`src/rtl/rsh_pkg.sv`:
```
// Shared constants, register codes and beat types for the route selector.
// No dependencies; every other file of the block uses this package.
`timescale 1ns / 1ps

package rsh_pkg;

   localparam int MAX_CANDIDATES = 16;
   localparam int IDX_W = (MAX_CANDIDATES > 1) ? $clog2(MAX_CANDIDATES) : 1;
   localparam int CNT_W = $clog2(MAX_CANDIDATES + 1);

   localparam int ROUTE_W  = 16;
   localparam int COST_W   = 32;
   localparam int LEN_W    = 32;
   localparam int FACTOR_W = 16;
   localparam int SLACK_W  = 16;
   localparam int SEL_W    = 4;

   localparam int CSR_IDX_W  = 3;
   localparam int CSR_DATA_W = 32;

   // Q4.12 factor and Q2.14 slack scaling.
   localparam int HYST_SHIFT  = 12;
   localparam int SLACK_SHIFT = 14;
   localparam int HYST_PROD_W = COST_W + FACTOR_W;
   localparam int SLACK_SUM_W = SLACK_W + 1;
   localparam int LEN_PROD_W  = LEN_W + SLACK_SUM_W;

   localparam logic [SLACK_W-1:0]  SLACK_ONE    = SLACK_W'(16384);
   localparam logic [FACTOR_W-1:0] FACTOR_ONE   = FACTOR_W'(4096);
   localparam logic [LEN_W-1:0]    LEN_INFINITE = '1;

   localparam int FIFO_DEPTH = 2;
   localparam int FIFO_AW    = (FIFO_DEPTH > 1) ? $clog2(FIFO_DEPTH) : 1;
   localparam int FIFO_CW    = $clog2(FIFO_DEPTH + 1);

   typedef enum logic [CSR_IDX_W-1:0] {
      CSR_HAS_PREVIOUS      = 3'd0,
      CSR_PREVIOUS_ROUTE    = 3'd1,
      CSR_PREVIOUS_COST     = 3'd2,
      CSR_HOLD_SWITCH       = 3'd3,
      CSR_HYSTERESIS_FACTOR = 3'd4,
      CSR_PREVIOUS_LENGTH   = 3'd5,
      CSR_DETOUR_SLACK      = 3'd6,
      CSR_TRUST_FLOOR       = 3'd7
   } csr_idx_type;

   typedef struct packed {
      logic                has_previous;
      logic [ROUTE_W-1:0]  previous_route;
      logic [COST_W-1:0]   previous_cost;
      logic                hold_switch;
      logic [FACTOR_W-1:0] hysteresis_factor;
      logic [LEN_W-1:0]    previous_length;
      logic [SLACK_W-1:0]  detour_slack;
      logic [COST_W-1:0]   trust_floor;
   } cfg_type;

   // One classified candidate on its way from the front to the back.
   typedef struct packed {
      logic              last;
      logic              fb_upd;        // feasible member of the previous route
      logic              off_upd;       // enters the ranking under the rules
      logic              open_upd;      // enters the ranking without the rules
      logic              offered_rule;  // previous exists and its anchor is trusted
      logic              has_previous;
      logic [COST_W-1:0] cost;
      logic [IDX_W-1:0]  idx;
   } beat_type;

endpackage

```
`src/rtl/rsh_if.sv`:
```
// Valid/ready channel interfaces for candidate beats and result beats.
// Depends on rsh_pkg for field widths.
`timescale 1ns / 1ps

interface rsh_req_if;
   logic                         valid;
   logic                         ready;
   logic                         feasible;
   logic [rsh_pkg::ROUTE_W-1:0]  route_tag;
   logic [rsh_pkg::COST_W-1:0]   candidate_cost;
   logic [rsh_pkg::LEN_W-1:0]    path_len;
   logic                         last_item;

   modport source (
      output valid, feasible, route_tag, candidate_cost, path_len, last_item,
      input  ready
   );
   modport sink (
      input  valid, feasible, route_tag, candidate_cost, path_len, last_item,
      output ready
   );
endinterface

interface rsh_rsp_if;
   logic                       valid;
   logic                       ready;
   logic                       found;
   logic [rsh_pkg::SEL_W-1:0]  selected_index;

   modport source (
      output valid, found, selected_index,
      input  ready
   );
   modport sink (
      input  valid, found, selected_index,
      output ready
   );
endinterface

```
`src/rtl/rsh_front.sv`:
```
// Front end: accepts candidate beats, numbers them and classifies each one
// against the continuity rules. Depends on rsh_pkg and rsh_req_if.
`timescale 1ns / 1ps

module rsh_front (
   input  logic               clock,
   input  logic               reset,
   input  rsh_pkg::cfg_type   cfg,
   rsh_req_if.sink            req_ch,
   output logic               out_valid,
   input  logic               out_ready,
   output rsh_pkg::beat_type  out_beat
);
   import rsh_pkg::*;

   typedef struct packed {
      logic                   usable;
      logic                   same;
      logic                   trusted;
      logic                   has_previous;
      logic                   hold_switch;
      logic                   guard_on;
      logic                   last;
      logic [COST_W-1:0]      cost;
      logic [LEN_W-1:0]       len;
      logic [IDX_W-1:0]       idx;
      logic [HYST_PROD_W-1:0] hyst_prod;
      logic [LEN_PROD_W-1:0]  len_limit;
   } stage_type;

   logic                   s1_valid_ff, s1_valid_in;
   stage_type              stage_ff, stage_in;
   logic [CNT_W-1:0]       count_ff, count_in;
   logic                   advance, req_fire, in_range;
   logic [SLACK_SUM_W-1:0] slack_sum;
   logic [HYST_PROD_W-1:0] cost_scaled;
   logic [LEN_PROD_W-1:0]  len_scaled;
   logic                   rules_ok;

   assign advance      = !s1_valid_ff || out_ready;
   assign req_ch.ready = advance;
   assign req_fire     = req_ch.valid && advance;
   assign in_range     = count_ff < CNT_W'(MAX_CANDIDATES);
   assign slack_sum    = {1'b0, cfg.detour_slack} + SLACK_SUM_W'(SLACK_ONE);

   always_comb begin
      stage_in.usable       = req_ch.feasible && in_range;
      stage_in.same         = cfg.has_previous && (req_ch.route_tag == cfg.previous_route);
      stage_in.trusted      = !cfg.has_previous || (cfg.previous_cost >= cfg.trust_floor);
      stage_in.has_previous = cfg.has_previous;
      stage_in.hold_switch  = cfg.hold_switch;
      stage_in.guard_on     = (cfg.detour_slack < SLACK_ONE) &&
                              (cfg.previous_length != LEN_INFINITE);
      stage_in.last         = req_ch.last_item;
      stage_in.cost         = req_ch.candidate_cost;
      stage_in.len          = req_ch.path_len;
      stage_in.idx          = count_ff[IDX_W-1:0];
      stage_in.hyst_prod    = HYST_PROD_W'(cfg.previous_cost) *
                              HYST_PROD_W'(cfg.hysteresis_factor);
      stage_in.len_limit    = LEN_PROD_W'(cfg.previous_length) * LEN_PROD_W'(slack_sum);
   end

   always_comb begin
      count_in = count_ff;
      if (req_fire) begin
         if (req_ch.last_item) begin
            count_in = '0;
         end else if (in_range) begin
            count_in = count_ff + CNT_W'(1);
         end
      end
   end

   assign s1_valid_in = req_fire || (s1_valid_ff && !out_ready);

   always_ff @(posedge clock) begin
      if (reset) begin
         s1_valid_ff <= 1'b0;
         count_ff    <= '0;
      end else begin
         s1_valid_ff <= s1_valid_in;
         count_ff    <= count_in;
      end
      if (req_fire) begin
         stage_ff <= stage_in;
      end
   end

   // Classification of the staged candidate.
   assign cost_scaled = {{(HYST_PROD_W - COST_W - HYST_SHIFT){1'b0}},
                         stage_ff.cost, {HYST_SHIFT{1'b0}}};
   assign len_scaled  = {{(LEN_PROD_W - LEN_W - SLACK_SHIFT){1'b0}},
                         stage_ff.len, {SLACK_SHIFT{1'b0}}};
   assign rules_ok    = !stage_ff.hold_switch &&
                        (cost_scaled < stage_ff.hyst_prod) &&
                        !(stage_ff.guard_on && (len_scaled > stage_ff.len_limit));

   always_comb begin
      out_beat.last         = stage_ff.last;
      out_beat.fb_upd       = stage_ff.usable && stage_ff.same;
      out_beat.off_upd      = stage_ff.usable &&
                              (stage_ff.same ? stage_ff.trusted
                                             : (!stage_ff.has_previous || rules_ok));
      out_beat.open_upd     = stage_ff.usable && (!stage_ff.same || stage_ff.trusted);
      out_beat.offered_rule = stage_ff.has_previous && stage_ff.trusted;
      out_beat.has_previous = stage_ff.has_previous;
      out_beat.cost         = stage_ff.cost;
      out_beat.idx          = stage_ff.idx;
   end

   assign out_valid = s1_valid_ff;

endmodule

```
`src/rtl/rsh_fifo.sv`:
```
// Short queue of classified beats between the front end and the back end.
// Depends on rsh_pkg for the beat type and depth.
`timescale 1ns / 1ps

module rsh_fifo (
   input  logic               clock,
   input  logic               reset,
   input  logic               in_valid,
   output logic               in_ready,
   input  rsh_pkg::beat_type  in_beat,
   output logic               out_valid,
   input  logic               out_ready,
   output rsh_pkg::beat_type  out_beat
);
   import rsh_pkg::*;

   beat_type             mem [FIFO_DEPTH];
   logic [FIFO_AW-1:0]   wr_ptr_ff, wr_ptr_in, rd_ptr_ff, rd_ptr_in;
   logic [FIFO_CW-1:0]   fill_ff, fill_in;
   logic                 push, pop;

   assign in_ready  = fill_ff != FIFO_CW'(FIFO_DEPTH);
   assign out_valid = fill_ff != '0;
   assign push      = in_valid && in_ready;
   assign pop       = out_valid && out_ready;
   assign out_beat  = mem[rd_ptr_ff];

   always_comb begin
      wr_ptr_in = wr_ptr_ff;
      rd_ptr_in = rd_ptr_ff;
      fill_in   = fill_ff;
      if (push) begin
         wr_ptr_in = (wr_ptr_ff == FIFO_AW'(FIFO_DEPTH - 1)) ? '0 : wr_ptr_ff + FIFO_AW'(1);
      end
      if (pop) begin
         rd_ptr_in = (rd_ptr_ff == FIFO_AW'(FIFO_DEPTH - 1)) ? '0 : rd_ptr_ff + FIFO_AW'(1);
      end
      if (push && !pop) begin
         fill_in = fill_ff + FIFO_CW'(1);
      end else if (pop && !push) begin
         fill_in = fill_ff - FIFO_CW'(1);
      end
   end

   always_ff @(posedge clock) begin
      if (reset) begin
         wr_ptr_ff <= '0;
         rd_ptr_ff <= '0;
         fill_ff   <= '0;
      end else begin
         wr_ptr_ff <= wr_ptr_in;
         rd_ptr_ff <= rd_ptr_in;
         fill_ff   <= fill_in;
      end
      if (push) begin
         mem[wr_ptr_ff] <= in_beat;
      end
   end

endmodule

```
`src/rtl/rsh_back.sv`:
```
// Back end: three running minimum trackers and the end-of-batch decision,
// with a registered result beat. Depends on rsh_pkg and rsh_rsp_if.
`timescale 1ns / 1ps

module rsh_back (
   input  logic               clock,
   input  logic               reset,
   input  logic               in_valid,
   output logic               in_ready,
   input  rsh_pkg::beat_type  in_beat,
   rsh_rsp_if.source          rsp_ch
);
   import rsh_pkg::*;

   logic              prev_present_ff, prev_present_in;
   logic              off_valid_ff, off_valid_in, open_valid_ff, open_valid_in;
   logic              fb_valid_ff, fb_valid_in;
   logic [COST_W-1:0] off_cost_ff, off_cost_in, open_cost_ff, open_cost_in;
   logic [COST_W-1:0] fb_cost_ff, fb_cost_in;
   logic [IDX_W-1:0]  off_idx_ff, off_idx_in, open_idx_ff, open_idx_in;
   logic [IDX_W-1:0]  fb_idx_ff, fb_idx_in;
   logic              off_take, open_take, fb_take, pop, offered;
   logic              pick_valid, found_in, found_ff, rsp_valid_ff, rsp_valid_in;
   logic [IDX_W-1:0]  pick_idx, sel_idx;
   logic [SEL_W-1:0]  sel_in, sel_ff;

   assign in_ready = !in_beat.last || !rsp_valid_ff || rsp_ch.ready;
   assign pop      = in_valid && in_ready;

   // A strictly lower cost replaces the held one, so earlier candidates win ties.
   assign off_take  = in_beat.off_upd  && (!off_valid_ff  || in_beat.cost < off_cost_ff);
   assign open_take = in_beat.open_upd && (!open_valid_ff || in_beat.cost < open_cost_ff);
   assign fb_take   = in_beat.fb_upd   && (!fb_valid_ff   || in_beat.cost < fb_cost_ff);

   assign off_valid_in    = off_valid_ff  || off_take;
   assign open_valid_in   = open_valid_ff || open_take;
   assign fb_valid_in     = fb_valid_ff   || fb_take;
   assign off_cost_in     = off_take  ? in_beat.cost : off_cost_ff;
   assign open_cost_in    = open_take ? in_beat.cost : open_cost_ff;
   assign fb_cost_in      = fb_take   ? in_beat.cost : fb_cost_ff;
   assign off_idx_in      = off_take  ? in_beat.idx  : off_idx_ff;
   assign open_idx_in     = open_take ? in_beat.idx  : open_idx_ff;
   assign fb_idx_in       = fb_take   ? in_beat.idx  : fb_idx_ff;
   assign prev_present_in = prev_present_ff || in_beat.fb_upd;

   always_comb begin
      offered    = in_beat.offered_rule && prev_present_in;
      pick_valid = offered ? off_valid_in : open_valid_in;
      pick_idx   = offered ? off_idx_in   : open_idx_in;
      found_in   = pick_valid;
      sel_idx    = pick_idx;
      if (!pick_valid && in_beat.has_previous && prev_present_in && fb_valid_in) begin
         found_in = 1'b1;
         sel_idx  = fb_idx_in;
      end
      sel_in = found_in ? SEL_W'(sel_idx) : '0;
   end

   assign rsp_valid_in = (pop && in_beat.last) || (rsp_valid_ff && !rsp_ch.ready);

   always_ff @(posedge clock) begin
      if (reset) begin
         prev_present_ff <= 1'b0;
         off_valid_ff    <= 1'b0;
         open_valid_ff   <= 1'b0;
         fb_valid_ff     <= 1'b0;
         rsp_valid_ff    <= 1'b0;
      end else begin
         rsp_valid_ff <= rsp_valid_in;
         if (pop) begin
            if (in_beat.last) begin
               prev_present_ff <= 1'b0;
               off_valid_ff    <= 1'b0;
               open_valid_ff   <= 1'b0;
               fb_valid_ff     <= 1'b0;
            end else begin
               prev_present_ff <= prev_present_in;
               off_valid_ff    <= off_valid_in;
               open_valid_ff   <= open_valid_in;
               fb_valid_ff     <= fb_valid_in;
            end
         end
      end
      if (pop) begin
         off_cost_ff  <= off_cost_in;
         open_cost_ff <= open_cost_in;
         fb_cost_ff   <= fb_cost_in;
         off_idx_ff   <= off_idx_in;
         open_idx_ff  <= open_idx_in;
         fb_idx_ff    <= fb_idx_in;
      end
      if (pop && in_beat.last) begin
         found_ff <= found_in;
         sel_ff   <= sel_in;
      end
   end

   assign rsp_ch.valid          = rsp_valid_ff;
   assign rsp_ch.found          = found_ff;
   assign rsp_ch.selected_index = sel_ff;

endmodule

```
`src/rtl/route_select_with_hysteresis_top.sv`:
```
// Top level of the route selector: configuration registers, front end,
// beat queue and back end. Depends on rsh_pkg, rsh_if, rsh_front, rsh_fifo, rsh_back.
`timescale 1ns / 1ps

// The block takes one candidate beat per clock cycle on req_ch, unless stalled,
// and for the beat marked last_item returns one result beat on rsp_ch that tells
// whether a candidate was selected and its position in the batch (zero when none).
// Candidates past the sixteenth of a batch are ignored, but the batch still ends
// at its last_item beat. The sustained rate is one candidate per cycle while
// nothing stalls: the front end does both threshold multiplies of a candidate in
// its one register stage and the back end updates all three minimum trackers per
// beat. The last candidate passes the front-end register and the queue, and the
// result beat is registered in the back end. A two-entry queue sits between front
// and back, so candidates keep flowing while a finished result waits on rsp_ch.
// Configuration is written through csr_we, csr_idx and csr_wdata; each
// candidate is judged with the register values present when it is accepted,
// and writes are meant to happen only while no batch is in flight.

module route_select_with_hysteresis_top (
   input  logic                             clock,
   input  logic                             reset,
   rsh_req_if.sink                          req_ch,
   rsh_rsp_if.source                        rsp_ch,
   input  logic                             csr_we,
   input  logic [rsh_pkg::CSR_IDX_W-1:0]    csr_idx,
   input  logic [rsh_pkg::CSR_DATA_W-1:0]   csr_wdata
);
   import rsh_pkg::*;

   localparam cfg_type CFG_RESET = '{
      has_previous:      1'b0,
      previous_route:    '0,
      previous_cost:     '0,
      hold_switch:       1'b0,
      hysteresis_factor: FACTOR_ONE,
      previous_length:   LEN_INFINITE,
      detour_slack:      '1,
      trust_floor:       '0
   };

   cfg_type  cfg_ff, cfg_in;
   logic     fr_valid, fr_ready, bk_valid, bk_ready;
   beat_type fr_beat, bk_beat;

   // Register writes: each index owns one field, wider data is dropped.
   always_comb begin
      cfg_in = cfg_ff;
      if (csr_we) begin
         unique case (csr_idx_type'(csr_idx))
            CSR_HAS_PREVIOUS:      cfg_in.has_previous      = csr_wdata[0];
            CSR_PREVIOUS_ROUTE:    cfg_in.previous_route    = csr_wdata[ROUTE_W-1:0];
            CSR_PREVIOUS_COST:     cfg_in.previous_cost     = csr_wdata[COST_W-1:0];
            CSR_HOLD_SWITCH:       cfg_in.hold_switch       = csr_wdata[0];
            CSR_HYSTERESIS_FACTOR: cfg_in.hysteresis_factor = csr_wdata[FACTOR_W-1:0];
            CSR_PREVIOUS_LENGTH:   cfg_in.previous_length   = csr_wdata[LEN_W-1:0];
            CSR_DETOUR_SLACK:      cfg_in.detour_slack      = csr_wdata[SLACK_W-1:0];
            CSR_TRUST_FLOOR:       cfg_in.trust_floor       = csr_wdata[COST_W-1:0];
            default:               cfg_in = cfg_ff;
         endcase
      end
   end

   always_ff @(posedge clock) begin
      if (reset) begin
         cfg_ff <= CFG_RESET;
      end else begin
         cfg_ff <= cfg_in;
      end
   end

   // The front end numbers and classifies candidates.
   rsh_front u_front (
      .clock     (clock),
      .reset     (reset),
      .cfg       (cfg_ff),
      .req_ch    (req_ch),
      .out_valid (fr_valid),
      .out_ready (fr_ready),
      .out_beat  (fr_beat)
   );

   // The queue lets the front keep accepting while the back waits on a result.
   rsh_fifo u_fifo (
      .clock     (clock),
      .reset     (reset),
      .in_valid  (fr_valid),
      .in_ready  (fr_ready),
      .in_beat   (fr_beat),
      .out_valid (bk_valid),
      .out_ready (bk_ready),
      .out_beat  (bk_beat)
   );

   // The back end runs the trackers and forms the result beat.
   rsh_back u_back (
      .clock    (clock),
      .reset    (reset),
      .in_valid (bk_valid),
      .in_ready (bk_ready),
      .in_beat  (bk_beat),
      .rsp_ch   (rsp_ch)
   );

   // A result only appears right after the back end consumed a last beat.
   a_rsp_from_last: assert property (@(posedge clock) disable iff (reset)
      $rose(rsp_ch.valid) |-> $past(bk_valid && bk_ready && bk_beat.last))
      else $error("result beat appeared without a last beat");

   // Every last beat consumed by the back end yields a result the next cycle.
   a_last_gives_rsp: assert property (@(posedge clock) disable iff (reset)
      (bk_valid && bk_ready && bk_beat.last) |=> rsp_ch.valid)
      else $error("last beat consumed without a result beat");

   // A trusted previous-route member must enter both rankings.
   a_trusted_member: assert property (@(posedge clock) disable iff (reset)
      (fr_valid && fr_beat.fb_upd && fr_beat.offered_rule)
         |-> (fr_beat.off_upd && fr_beat.open_upd))
      else $error("trusted previous-route member missed a ranking");

   // With nothing selected the index field reads zero.
   a_none_zero_idx: assert property (@(posedge clock) disable iff (reset)
      (rsp_ch.valid && !rsp_ch.found) |-> (rsp_ch.selected_index == '0))
      else $error("empty result carries a nonzero index");

endmodule

```
`src/flat_wrapper.sv`:
```
// flat-port wrapper written by rule: the top's interface ports become plain ports
module route_select_with_hysteresis_top_flat import rsh_pkg::*;
  (clock, reset, csr_we, csr_idx, csr_wdata, req_ch_valid, req_ch_feasible, req_ch_route_tag, req_ch_candidate_cost, req_ch_path_len, req_ch_last_item, req_ch_ready, rsp_ch_valid, rsp_ch_found, rsp_ch_selected_index, rsp_ch_ready);
  rsh_req_if req_ch_i ();
  rsh_rsp_if rsp_ch_i ();
  input  logic clock;
  input  logic reset;
  input  logic csr_we;
  input  logic [rsh_pkg::CSR_IDX_W-1:0] csr_idx;
  input  logic [rsh_pkg::CSR_DATA_W-1:0] csr_wdata;
  input wire logic [$bits(req_ch_i.valid)-1:0] req_ch_valid;
  input wire logic [$bits(req_ch_i.feasible)-1:0] req_ch_feasible;
  input wire logic [$bits(req_ch_i.route_tag)-1:0] req_ch_route_tag;
  input wire logic [$bits(req_ch_i.candidate_cost)-1:0] req_ch_candidate_cost;
  input wire logic [$bits(req_ch_i.path_len)-1:0] req_ch_path_len;
  input wire logic [$bits(req_ch_i.last_item)-1:0] req_ch_last_item;
  output wire logic [$bits(req_ch_i.ready)-1:0] req_ch_ready;
  output wire logic [$bits(rsp_ch_i.valid)-1:0] rsp_ch_valid;
  output wire logic [$bits(rsp_ch_i.found)-1:0] rsp_ch_found;
  output wire logic [$bits(rsp_ch_i.selected_index)-1:0] rsp_ch_selected_index;
  input wire logic [$bits(rsp_ch_i.ready)-1:0] rsp_ch_ready;
  assign req_ch_i.valid = req_ch_valid;
  assign req_ch_i.feasible = req_ch_feasible;
  assign req_ch_i.route_tag = req_ch_route_tag;
  assign req_ch_i.candidate_cost = req_ch_candidate_cost;
  assign req_ch_i.path_len = req_ch_path_len;
  assign req_ch_i.last_item = req_ch_last_item;
  assign req_ch_ready = req_ch_i.ready;
  assign rsp_ch_valid = rsp_ch_i.valid;
  assign rsp_ch_found = rsp_ch_i.found;
  assign rsp_ch_selected_index = rsp_ch_i.selected_index;
  assign rsp_ch_i.ready = rsp_ch_ready;
  route_select_with_hysteresis_top u_core (.clock(clock), .reset(reset), .req_ch(req_ch_i), .rsp_ch(rsp_ch_i), .csr_we(csr_we), .csr_idx(csr_idx), .csr_wdata(csr_wdata));
endmodule
```
`config.mk`:
```
export PLATFORM = sky130hd
export DESIGN_NAME = route_select_with_hysteresis_top_flat
export DESIGN_NICKNAME = d
export VERILOG_FILES = /design/src/rtl/rsh_pkg.sv /design/src/rtl/rsh_if.sv /design/src/rtl/rsh_front.sv /design/src/rtl/rsh_fifo.sv /design/src/rtl/rsh_back.sv /design/src/rtl/route_select_with_hysteresis_top.sv /design/src/flat_wrapper.sv
export SDC_FILE = /design/constraint.sdc
export NUM_CORES = 2
export LEC_CHECK = 0
export BUFFER_PORTS_ARGS = -buffer_cell sky130_fd_sc_hd__buf_2
export CORE_MARGIN = 5
export CORE_UTILIZATION = 65
export CTS_BUF_LIST = sky130_fd_sc_hd__clkbuf_16
export DETAILED_ROUTE_END_ITERATION = 6
export PLACE_DENSITY = 0.82
export SYNTH_ARGS = -nofsm -noshare
export SYNTH_HDL_FRONTEND = slang
export SYNTH_SLANG_ARGS = --single-unit
```
`constraint.sdc`:
```
create_clock -name clock -period 10.32 [get_ports clock]
set_input_delay 1.032 -clock clock [delete_from_list [all_inputs] [get_ports clock]]
set_output_delay 1.032 -clock clock [all_outputs]
set_load 0.05 [all_outputs]
```
==> impl_metrics.ini <==
[worst_setup_path]
cp_common_cell = fa_1
crit_required_ns = 10.71
path_buf_inv = 5
cpMaxStageDelayCell = ha_1
crit_path_end_kind = register
worstSetupPathType = register to register
reg2regPathDepth = 23
timing.rr.start = u_core.cfg_ff[46]$_SDFFE_PP1P_
critical_path_depth = 23
start_kind = register
rr_endpoint = u_core.u_front.stage_ff[43]$_DFFE_PP_
arrival_ns = 8.37
path_cells = buf_4 -> inv_1 -> ha_1 -> nand2_1 -> fa_1 -> fa_1 -> inv_1 -> fa_1 -> fa_1 -> fa_1 -> inv_1 -> fa_1 -> inv_1 -> ha_1 -> a41o_1 -> a21oi_1 -> o311ai_1 -> o21a_1 -> o311a_1 -> o221a_2 -> or2_1 -> a31o_2 -> xor2_1
cp_max_fo = 32
crit_path_max_incr_delay_ns = 0.94
path_delay_family = adder cells
r2r_setup_slack_ns = 2.34

[placed_design]
pre_cts_slack_ns = 2.45
port_buffers = 128
dp_cells = 6913
place_area_um2 = 57800
dp_hpwl_um = 102000
place_congestion = 0.904

[clock_network]
clk_latency_ns = 0.67
cts_buffers = 57
clock_sinks = 531
ctsLongestPathBuffers = 3
cts_hold_buf = 0
postCtsResizedCells = 0
post_cts_buffers = 0
root_buffer = clkbuf_16
htreeDepth = 2
clk_pin_slew_ns = 0.06
cts_tree = done

[synth]
yosys_register_bits = 531
synth_top_area_frac = 0.308
synth_area_leaders = fa_1, edfxtp_1, ha_1
syn_area_um2 = 56300
seq_area_frac_synth = 0.254
synth_cell_types = 75
postSynthCellCount = 5856
syn_nets = 7281
syn_avg_cell_area_um2 = 9.62
synth-async-reset-ratio = 0
synthFlopType = edfxtp_1
synth_edf_count = 369
yosysTopAreaCell = fa_1
yosys_warnings = 0

[cells_and_area]
n_fill_cell = 6317
fin_area_um2 = 59700
layout_common_cells = inv_1, nand2_1, fa_1, ha_1, edfxtp_1
drive_above_1_share = 0.0597
regArea_um2 = 14300
fin_nets = 7242
multiInputGateArea_um2 = 36100
syn_to_final_growth_pct = 5.94
final_common_cell = inv_1
layout.cells.non_filler = 7028

[timing]
fin_skew_ns = 0.0476
tns_ns = 0
rsz0062_at_grt = no
tightest_slew_ns = 1.12
hold_viol_final = 0
fin_ws_ns = 2.34
finalSetupViolations = 0
drv_slew = 0
timing.final.crit_share = 0.774
whs_ns = 0.444
slew_headroom = 0.252
fin_crit_ns = 7.98
fmax_mhz = 125

[job]
drv_cap = 0

[power]
pwr-share-comb = 0.720
sw_frac_of_total = 0.470
p_leak_nw = 29.5
powerDensity_nw_per_um2 = 338
switchingPower_w = 0.00950
power.internal_w = 0.0107
seqPwrFrac = 0.179
peakVddDrop_v = 0.000900
clockPowerShare = 0.101

[min_path]
whs_path_depth = 0
holdCritStartpoint = u_core.u_front.out_beat[41]$_DFFE_PP_
hold_class = register to register
hold_end = u_core.u_fifo.mem[0][41]$_DFFE_PP_

[grt]
overflow = 0
grt_first_pass_wirelength_um = 223000
grt_util_all_layers = 0.299
antenna_found_initial = 5
grt_pass1_vias = 43100
grt_max_degree = 107

[routing]
finalWirelength_um = 137000
vias = 40900
dr.pass1.iters = 6
drt_iter0_drc = 3528
vias_per_cell = 5.82
drtAntennaViolNets = 0
wl_per_cell_um = 19.5
drc = 0

[floorplanning]
coreArea_um2 = 86300
dieArea_um2 = 92700
row_count = 108
initial_core_util = 0.653
die_h_um = 304
ios = 129
die_x_um = 304

[run_status]
status = finished, final reports clean
==> through the flow <==
step	power (W)	util
2_1_floorplan	0.0148	-
3_3_place_gp	0.0175	0.669
3_5_place_dp	0.0180	0.669
4_1_cts	0.0202	0.691
5_1_grt	0.0221	0.691
6_report	0.0202	0.691
==> per-layer routing <==
layer / vias to the layer above / global-route usage / part of all wire
met3: 519 / 0.0592 / 0.099
met1: 20300 / 0.397 / 0.38
met5: - / 0 / 0.00013
met2: 2074 / 0.481 / 0.47
li1: 18000 / - / -
met4: 2 / 0.141 / 0.056
==> cells in the mapped netlist, types with 31 or more instances <==
library cell,n
inv_1,1305
nand2_1,978
fa_1,867
ha_1,436
edfxtp_1,369
and2_1,315
clkbuf_1,271
a21oi_1,230
dfxtp_1,162
a21o_1,97
nor2b_1,92
nor2_1,89
o21ai_0,84
xnor2_1,73
a211o_1,52
nand4_1,51
mux2_2,41
nand3_1,32
xor2_1,31
==> area by class of cell <==
| cell class | instances | area share |
|---|---|---|
| multi-input combinational | 3745 | 0.605 |
| sequential | 531 | 0.240 |
| inverter | 1305 | 0.0821 |
| clock buffer | 59 | 0.0247 |
| tap | 1155 | 0.0242 |
| timing repair buffer | 177 | 0.0169 |
| clock inverter | 49 | 0.00662 |
| antenna | 7 | 0.000293 |
==> kinds of logic (layout without fill, tap and decap cells) <==
kind of cell,count (synthesis),in the layout,share of synthesized area
compound gates,617,617,0.0712
xor+xnor,104,104,0.0162
fa+ha+maj,1303,1303,0.405
buf+inv,1580,1590,0.105
flops,531,531,0.254
mux,57,57,0.0111
other cells,0,7,0
simple gates,1664,1664,0.137
==> flip-flops by register name, indices dropped and copies added, names as in the netlist, 5 cells and up, named ones only <==
name                        flops
u_core.u_front.len_scaled      32
u_core.u_front.stage_ff       102
u_core.u_fifo.mem              84
u_core.u_front.out_beat        38
u_core.u_back.off_cost_ff      32
u_core.u_front.count_ff         5
u_core.u_back.fb_cost_ff       32
u_core.u_back.open_cost_ff     32
u_core.cfg_ff                 146
==> power groups by stage <==
stage,clock network (W),logic (W),registers [W]
floorplan,0,0.0112,0.00360
global placement,0,0.0138,0.00364
detailed placement,0,0.0143,0.00366
CTS,0.00206,0.0145,0.00362
global route,0.00215,0.0163,0.00365
finish,0.00204,0.0145,0.00362
==> worst reg2reg max path: stages (launching register included) <==
cell and delay, ns:
dfxtp_1 0.32, buf_4 0.29, inv_1 0.25, ha_1 0.94, nand2_1 0.19, fa_1 0.51
fa_1 0.49, inv_1 0.05, fa_1 0.49, fa_1 0.44, fa_1 0.50, inv_1 0.06
fa_1 0.53, inv_1 0.04, ha_1 0.36, a41o_1 0.25, a21oi_1 0.19, o311ai_1 0.18
o21a_1 0.25, o311a_1 0.45, o221a_2 0.30, or2_1 0.28, a31o_2 0.25, xor2_1 0.13
==> worst max-delay path by stage <==
stage	start	end	slack (ns)
floorplan	u_core.cfg_ff[46]$_SDFFE_PP1P_	u_core.u_front.stage_ff[43]$_DFFE_PP_	3.41
global placement	u_core.cfg_ff[46]$_SDFFE_PP1P_	u_core.u_front.stage_ff[43]$_DFFE_PP_	2.64
detailed placement	u_core.cfg_ff[46]$_SDFFE_PP1P_	u_core.u_front.stage_ff[43]$_DFFE_PP_	2.45
CTS	u_core.cfg_ff[46]$_SDFFE_PP1P_	u_core.u_front.stage_ff[43]$_DFFE_PP_	2.40
global route	u_core.cfg_ff[46]$_SDFFE_PP1P_	u_core.u_front.stage_ff[43]$_DFFE_PP_	2.02
finish	u_core.cfg_ff[46]$_SDFFE_PP1P_	u_core.u_front.stage_ff[43]$_DFFE_PP_	2.34
No activity file was read; power rests on OpenSTA's default activity.
